## config.mk

```make
export PLATFORM = sky130hd
export DESIGN_NAME = aodv_rt_ctrl
export DESIGN_NICKNAME = d
export VERILOG_FILES = /design/src/rtl/aodv_rt_pkg.sv /design/src/rtl/aodv_rt_ctrl.sv
export VERILOG_INCLUDE_DIRS = /design/src /design/src/rtl
export SDC_FILE = /design/constraint.sdc
export NUM_CORES = 1
export LEC_CHECK = 0
export BUFFER_PORTS_ARGS = -buffer_cell sky130_fd_sc_hd__buf_2
export CORE_AREA = 2 2 39 41
export DETAILED_ROUTE_END_ITERATION = 10
export DIE_AREA = 0 0 41 43
export HOLD_SLACK_MARGIN = 0.03
export MAX_ROUTING_LAYER = met4
export PLACE_DENSITY = 0.3
export SYNTH_ARGS = -nofsm -noshare
export SYNTH_HDL_FRONTEND = slang
export SYNTH_SLANG_ARGS = --single-unit
```

## constraint.sdc

```tcl
create_clock -name clk_i -period 1.3 [get_ports clk_i]
set_clock_uncertainty 0.05 [all_clocks]
set_input_delay 0.195 -clock clk_i [delete_from_list [all_inputs] [get_ports clk_i]]
set_output_delay 0.195 -clock clk_i [all_outputs]
set_load 0.05 [all_outputs]
```

## src/rtl/assert_macros.svh

```systemverilog
// Assertion macros shared by the route table modules.
// Each macro expects clk_i and rst_ni in the scope where it is used.
`ifndef ASSERT_MACROS_SVH
`define ASSERT_MACROS_SVH

// Checks a property at every rising clock edge outside of reset.
`define RT_ASSERT(lbl, prop, msg) \
  lbl: assert property (@(posedge clk_i) disable iff (!rst_ni) (prop)) else $error(msg);

// Checks that a condition implies another one in the following cycle.
`define RT_ASSERT_NEXT(lbl, ante, cons, msg) \
  lbl: assert property (@(posedge clk_i) disable iff (!rst_ni) (ante) |=> (cons)) \
    else $error(msg);

`endif

```

## src/rtl/aodv_rt_pkg.sv

```systemverilog
package aodv_rt_pkg;

  localparam int unsigned TABLE_ENTRIES = 64;
  localparam int unsigned IDX_W = $clog2(TABLE_ENTRIES);
  localparam int unsigned CNT_W = $clog2(TABLE_ENTRIES + 1);

  localparam logic [1:0] OP_RREQ   = 2'd0;
  localparam logic [1:0] OP_RREP   = 2'd1;
  localparam logic [1:0] OP_LOOKUP = 2'd2;
  localparam logic [1:0] OP_DEACT  = 2'd3;

  typedef struct packed {
    logic [1:0]  operation;
    logic [31:0] route_addr;
    logic [31:0] sender_addr;
    logic [31:0] seq_num;
    logic [7:0]  hop_count;
    logic [31:0] rreq_id;
  } item_t;

  typedef struct packed {
    logic [31:0] key;
    logic [31:0] next_hop;
    logic [31:0] seq;
    logic [7:0]  hops;
    logic [31:0] rreq_id;
    logic        active;
  } entry_t;

  typedef struct packed {
    logic        found;
    logic        updated;
    logic        table_full;
    logic [31:0] next_hop;
    logic [31:0] seq_out;
    logic [7:0]  hops_out;
    logic [31:0] rreq_id_out;
    logic        active_out;
  } rsp_t;

  typedef struct packed {
    logic load;
    logic scan;
    logic commit;
  } ctrl_cmd_t;

  typedef struct packed {
    logic scan_done;
    logic out_free;
  } dp_stat_t;

endpackage

```

## src/rtl/aodv_rt_ctrl.sv

```systemverilog
`include "assert_macros.svh"

module aodv_rt_ctrl (
  input  logic                   clk_i,
  input  logic                   rst_ni,
  input  logic                   in_valid_i,
  output logic                   in_ready_o,
  input  aodv_rt_pkg::dp_stat_t  stat_i,
  output aodv_rt_pkg::ctrl_cmd_t cmd_o
);
  import aodv_rt_pkg::*;

  localparam logic [1:0] S_IDLE   = 2'd0;
  localparam logic [1:0] S_SEARCH = 2'd1;
  localparam logic [1:0] S_DECIDE = 2'd2;

  logic [1:0] state_q, state_d;

  always_comb begin
    state_d     = state_q;
    cmd_o       = '0;
    in_ready_o  = 1'b0;
    unique case (state_q)
      S_IDLE: begin
        in_ready_o = 1'b1;
        if (in_valid_i) begin
          cmd_o.load = 1'b1;
          state_d    = S_SEARCH;
        end
      end
      S_SEARCH: begin
        cmd_o.scan = 1'b1;
        if (stat_i.scan_done) begin
          state_d = S_DECIDE;
        end
      end
      S_DECIDE: begin
        if (stat_i.out_free) begin
          cmd_o.commit = 1'b1;
          state_d      = S_IDLE;
        end
      end
      default: begin
        state_d = S_IDLE;
      end
    endcase
  end

  always_ff @(posedge clk_i or negedge rst_ni) begin
    if (!rst_ni) begin
      state_q <= S_IDLE;
    end else begin
      state_q <= state_d;
    end
  end

  `RT_ASSERT_NEXT(a_accept_starts_search, in_valid_i && in_ready_o, state_q == S_SEARCH,
                  "accepted transaction did not start a search")
  `RT_ASSERT(a_commit_needs_free_out, !cmd_o.commit || stat_i.out_free,
             "result committed while the output register was occupied")

endmodule

```

; Word level (Yosys, flattened, before mapping)
; Cells that the tools add are included.
; Widths: inputs -> output; s select.
[op_classes]
eq_ne = 5
mux = 10
reduce_logical = 2
[ops]
columns = op, count
row1 = $mux 1, 6
row2 = $mux 2, 3
row3 = $ne 2x2->1 const B, 3
row4 = $pmux 2 s3, 1
row5 = $reduce_and 3->1, 1
row6 = $eq 2x1->1 const B, 1
row7 = $eq 2x2->1 const B, 1
row8 = $logic_not 2->1, 1
[totals]
elab_cells = 18
inputBits = 5
ff_bits = 2
output_inout_bits = 4

; Depth between registers and ports, before layout
; Gate-level depths: netlist of the first run.
[depth]
depth_word = 3
depth_mapped = 2

; Worst setup path before layout of the first run
; OpenSTA, ideal clock, no wires.
[synth_path]
kind = register to output
startpoint = register state_q[0]
endpoint = output port cmd_o[2] in the netlist's numbering
arrival_ns = 1.650
path_slack_ns = -0.595
n_path_buf = 0
path_stages_with_launch = 3
required_ns = 1.055
cell_sequence = dfrtp_1 -> nor2_1 -> and2_1
[synth_lines]
columns = element, line_no
row1 = from (decl), aodv_rt_ctrl.sv:17  ; logic [1:0] state_q, state_d;
row2 = from (signal assigned), aodv_rt_ctrl.sv:53  ; state_q <= state_d;
row3 = to (decl), aodv_rt_ctrl.sv:9  ; output aodv_rt_pkg::ctrl_cmd_t cmd_o

==> flow_summary.yaml, run 1 <==
run_status:
  status: "finished with violations"
  violations: "setup timing"
drt:
  postRouteAntennaNets: 0
  wire_per_inst_um: 7.70
  firstDrtPassIters: 4
  routed_via_density: 3.33
  drcViolationCount: 0
  routed_wl_um: 308
  via_count: 133
  drtIter0Drc: 2
timing:
  finalHoldViolCount: 0
  setup_viol: 1
  maxClockFrequency_mhz: 769
  tightest_slew_ns: 0.247
  rsz0062_at_grt: "true"
  final.period_utilization: 1.00
  min_period_ns: 1.30
  max-slew-margin-rel: 0.836
  setup_slack_ns: -0.000959
  drv_slew: 0
job:
  maxCapViolations: 0
critical_path:
  cp.required_ns: 1.05
  path_max_fanout: 5
  path_cells: "nor2_4 > and2_4 > buf_8"
  worst_ep_arrival_time_ns: 1.06
  setup.worst_path.start_class: "register"
  crit_type: "reg2out"
  end_kind: "primary output"
  crit_buf_inv: 1
  crit_family: "flip-flops"
  max_stage_delay_ns: 0.44
  crit_slowest_cell: "dfrtp_2"
cts:
  cts_buffers: 3
  clock_sinks: 2
  cts-htree-levels: 1
  cts_tree: "done"
  clockBufferDepth: 2
  path_clk_slew_ns: 0.03
  clk_latency_ns: 0.22
  clockRootBuffer: "clkbuf_4"
global_route:
  grt_max_degree: 6
  grt_pass1_wl_um: 476
  grt.total_usage: 0.0473
  antenna_found_initial: 0
  grt_pass1_vias: 131
  gr-total-overflow: 0
pwr:
  p_clk_frac: 0.180
  switching_share: 0.489
  p_leak_nw: 0.117
  p_seq_frac: 0.214
  combPwrFrac: 0.606
  internal-power_mw: 0.384
  powerDensity_nw_per_um2: 3050
  p_total_mw: 0.752
  ir_worst_vdd_mv: 0.554
  switchingPower_mw: 0.368
die:
  die_w_um: 41
  dieArea_sq_um: 1760
  io_pins: 9
  initial_core_util: 0.0814
  dieHeight_um: 43
  coreArea_sq_um: 1380
  row_count: 14
place:
  gp_congestion: 0.541
  post-dp-hpwl_um: 222
  placed_cells: 35
  io_buffers: 8
synth:
  ys_warn_count: 0
  syn_nets: 16
  ys_types: 8
  yosysSeqAreaShare: 0.444
  synth-seq-cells: 2
  avgSynthCellArea_sq_um: 10.2
  netlist_area_sq_um: 113
  netlist_instances: 11
finish:
  num_antenna_cells: 0
  drive_above_1_share: 0.792
  regMostFlops: "state_q"
  syn2layout_area_growth_pct: 119
  largest_reg_flops: 2
  final_cells: 40
  fin_nets: 31
  reg_top3: "state_q (2)"
min_path:
  hold_path_class: "in2reg"
timing repair:
action | CTS | global route
setup buffers | 1 | 0
setup endpoints to repair | 4 | 2
hold buffers | 1 | 0
pin swaps | 2 | 1
gates resized for setup | 8 | 1
hold endpoints to repair | 2 | 0
metrics by stage:
stage                     utilization   TNS (ns)  cell area (sq um)  worst slack, ns  hold WS, ns
after floorplan                     -    -0.0718                124          -0.0718       -0.151
after global placement          0.133          0                184            0.112      -0.0677
after detailed placement        0.133          0                184            0.101      -0.0649
after CTS                       0.175    -0.0143                243          -0.0143        0.116
after global routing            0.178    -0.0804                246          -0.0509        0.142
final                           0.178  -0.000959                246        -0.000959        0.131
synth_stat cells (all sizes together):
master | number | area share
nor2 | 3 | 0.10
dfrtp | 2 | 0.44
a211oi | 1 | 0.067
a21o | 1 | 0.067
and2 | 1 | 0.056
nand2 | 1 | 0.033
nor2b | 1 | 0.12
nor3b | 1 | 0.11
kinds of logic after synthesis:
group           share of synthesized area
simple gates                        0.422
flops                               0.444
compound gates                      0.133
routing by layer:
metal	track usage	up-vias	wire, um
li1	-	63	-
met1	0.0481	61	138
met2	0.0500	9	122
met3	0.0314	0	47
met4	0.0600	0	0
met5	-	-	0
cells in the final DEF, fill, tap and decap left out:
master         instances
a211oi_1               1
dlygate4sd3_1          1
nor2_4                 1
buf_2                  5
nor2b_4                1
clkbuf_4               3
buf_6                  1
nor3b_2                1
and2_4                 1
dfrtp_2                2
nand2_1                1
nor2_2                 1
buf_4                  2
a21o_1                 1
buf_8                  1
nor2_1                 1
worst paths after layout:
path	cells after the start	from	end	slack, ns
setup reg to reg	3	state_q[0]$_DFFE_PN0P_	state_q[0]$_DFFE_PN0P_	0.34
hold / removal	2	stat_i[1]	state_q[0]$_DFFE_PN0P_	0.13
min in group asynchronous	2	rst_ni	state_q[0]$_DFFE_PN0P_	0.23
max in group asynchronous	2	rst_ni	state_q[1]$_DFFE_PN0P_	0.85
hold reg to reg	1	state_q[1]$_DFFE_PN0P_	state_q[0]$_DFFE_PN0P_	0.48
setup / recovery	3	state_q[0]$_DFFE_PN0P_	cmd_o[2]	-0.001
area by class of cell:
type | instances | area (sq um)
Fill cell | 153 | 1140
Multi-Input combinational cell | 9 | 75.1
Timing Repair Buffer | 10 | 76.3
Clock buffer | 3 | 22.5
Tap cell | 16 | 20.0
Sequential cell | 2 | 52.6
power groups by stage:
stage	sequential (mW)	combinational, mW	clock [mW]
3_5_place_dp	0.157	0.377	0
3_3_place_gp	0.155	0.374	0
6_report	0.161	0.456	0.135
5_1_grt	0.167	0.481	0.153
2_1_floorplan	0.151	0.309	0
4_1_cts	0.160	0.451	0.146
Power figures use the tool's default switching activity.
==> run 2, diff against run 1 <==
==> constraint.sdc (replaced) <==
create_clock -name clk_i -period 1.3 [get_ports clk_i]
set_clock_uncertainty 0.05 [all_clocks]
set_input_delay 0.065 -clock clk_i [delete_from_list [all_inputs] [get_ports clk_i]]
set_output_delay 0.065 -clock clk_i [all_outputs]
set_load 0.05 [all_outputs]
==> run 2 against run 1 <==
Compared with the run above: the flow now finishes without violations; setup slack improved by 0.080 ns; sequential power is essentially flat; total power shrank 8.3%; sequential cell count stayed put; critical path depth stayed put; design area down 6.1%; maximum frequency is 6.5% higher; utilization shrank 1.1 points; non-clock buffer count is the same; combinational power down 14%; largest power group unchanged.
==> flow_summary.yaml, run 2 (same netlist as run 1, synthesis figures left out) <==
global_route:
  grt_pass1_wl_um: 434
  antenna_found_initial: 0
  grt_pass1_vias: 123
  grt_max_degree: 7
  gr-total-overflow: 0
  grt.total_usage: 0.0463
die:
  io_pins: 9
  dieArea_sq_um: 1760
  initial_core_util: 0.0814
  die_w_um: 41
  dieHeight_um: 43
  coreArea_sq_um: 1380
  row_count: 14
critical_path:
  max_stage_delay_ns: 0.44
  crit_slowest_cell: "dfrtp_2"
  ff2ff_path_depth: 2
  path_cells: "nor2_4 > and2_2 > buf_4"
  end_kind: "primary output"
  crit_type: "reg2out"
  worst_ep_arrival_time_ns: 1.11
  path_max_fanout: 6
  setup.worst_path.start_class: "register"
  cp.required_ns: 1.19
pwr:
  combPwrFrac: 0.569
  switching_share: 0.512
  p_seq_frac: 0.232
  ir_worst_vdd_mv: 0.468
  internal-power_mw: 0.337
  p_clk_frac: 0.199
  powerDensity_nw_per_um2: 2980
  p_leak_nw: 0.112
  switchingPower_mw: 0.353
  p_total_mw: 0.690
cts:
  clockRootBuffer: "clkbuf_4"
  cts_setup_buffers: 0
  path_clk_slew_ns: 0.03
  clk_latency_ns: 0.22
  cts-htree-levels: 1
  cts_buffers: 3
  cts_tree: "done"
  clock_sinks: 2
  clockBufferDepth: 2
timing:
  finalSetupTns_ns: 0
  maxClockFrequency_mhz: 819
  finalHoldViolCount: 0
  max-slew-margin-rel: 0.835
  min_period_ns: 1.22
  final.period_utilization: 0.940
  rsz0062_at_grt: "false"
  tightest_slew_ns: 0.249
  setup_viol: 0
  drv_slew: 0
run_status:
  status: "finished clean"
place:
  io_buffers: 8
  gp_congestion: 0.487
  post-dp-hpwl_um: 240
drt:
  firstDrtPassIters: 2
  drcViolationCount: 0
  routed_via_density: 3.18
  postRouteAntennaNets: 0
  drtIter0Drc: 1
  routed_wl_um: 318
  wire_per_inst_um: 7.95
  via_count: 127
min_path:
  hold_path_class: "in2reg"
  worst_hold_path.num_cells: 3
job:
  maxCapViolations: 0
finish:
  fin_nets: 31
  num_antenna_cells: 0
  reg_top3: "state_q (2)"
  final_common_cell: "buf_2"
  fill_cells: 160
  largest_reg_flops: 2
  syn2layout_area_growth_pct: 106
  most-common-layout-cells: "6 x buf_2, 4 x clkbuf_4, 2 x nor2_1, 2 x dlygate4sd3_1, 2 x dfrtp_2"
  drive_above_1_share: 0.708
  regMostFlops: "state_q"
## run 2: cell types whose count changed in the layout (fill, tap and decap cells not counted), sizes merged
| cell | change |
|---|---|
| dlygate4sd3 | +1 |
| clkbuf | +1 |
| buf | -2 |
## run 2: layer usage
metal	GRT usage	share of wire	vias up
met2	0.0469	0.42	9
met3	0.0157	0.13	0
met1	0.0482	0.45	53
met4	0.0800	0	0
met5	-	0	-
li1	-	-	65
## run 2: final timing paths
path | start | end | slack [ns]
min | in_valid_i | state_q[0]$_DFFE_PN0P_ | 0.08
max in group asynchronous | rst_ni | state_q[1]$_DFFE_PN0P_ | 0.98
max | state_q[0]$_DFFE_PN0P_ | cmd_o[2] | 0.08
min in group asynchronous | rst_ni | state_q[0]$_DFFE_PN0P_ | 0.11
min reg2reg | state_q[1]$_DFFE_PN0P_ | state_q[0]$_DFFE_PN0P_ | 0.48
max reg2reg | state_q[0]$_DFFE_PN0P_ | state_q[1]$_DFFE_PN0P_ | 0.38
## run 2: final cells by class
class / count / area, sq um / share of cell area
multi-input combinational: 9 / 71.3 / 0.308
timing repair buffer: 10 / 65.1 / 0.281
sequential: 2 / 52.6 / 0.227
clock buffer: 3 / 22.5 / 0.0973
tap: 16 / 20.0 / 0.0865
## run 2: repair_timing
action | CTS | global route
hold buffers | 2 | 0
hold endpoints to repair | 4 | 0
endpoints found under the setup margin | 1 | 3
gates resized for setup | 1 | 3
## run 2: metrics by stage
| stage | hold WS [ns] | cell area (sq um) | worst slack, ns | cells | util |
|---|---|---|---|---|---|
| 3_5_place_dp | -0.195 | 181 | 0.219 | 35 | 0.131 |
| 3_3_place_gp | -0.199 | 181 | 0.244 | 35 | 0.131 |
| 4_1_cts | 0.0698 | 226 | 0.0258 | 40 | 0.164 |
| 2_1_floorplan | -0.281 | 121 | 0.0169 | 11 | - |
| 6_report | 0.0768 | 231 | 0.0786 | 40 | 0.167 |
| 5_1_grt | 0.0950 | 231 | 0.0135 | 40 | 0.167 |
## run 2: power groups by stage
stage / sequential [mW] / clock (mW) / combinational [mW]
final: 0.160 / 0.137 / 0.393
after global routing: 0.171 / 0.150 / 0.419
after CTS: 0.155 / 0.149 / 0.389
after detailed placement: 0.155 / 0 / 0.377
after global placement: 0.154 / 0 / 0.371
after floorplan: 0.148 / 0 / 0.307
## run 2: critical path, delay by kind of cell, from the launching register on
family,cells,cell delay (ns)
buf+inv,1,0.19
flops,1,0.44
simple gates,2,0.25
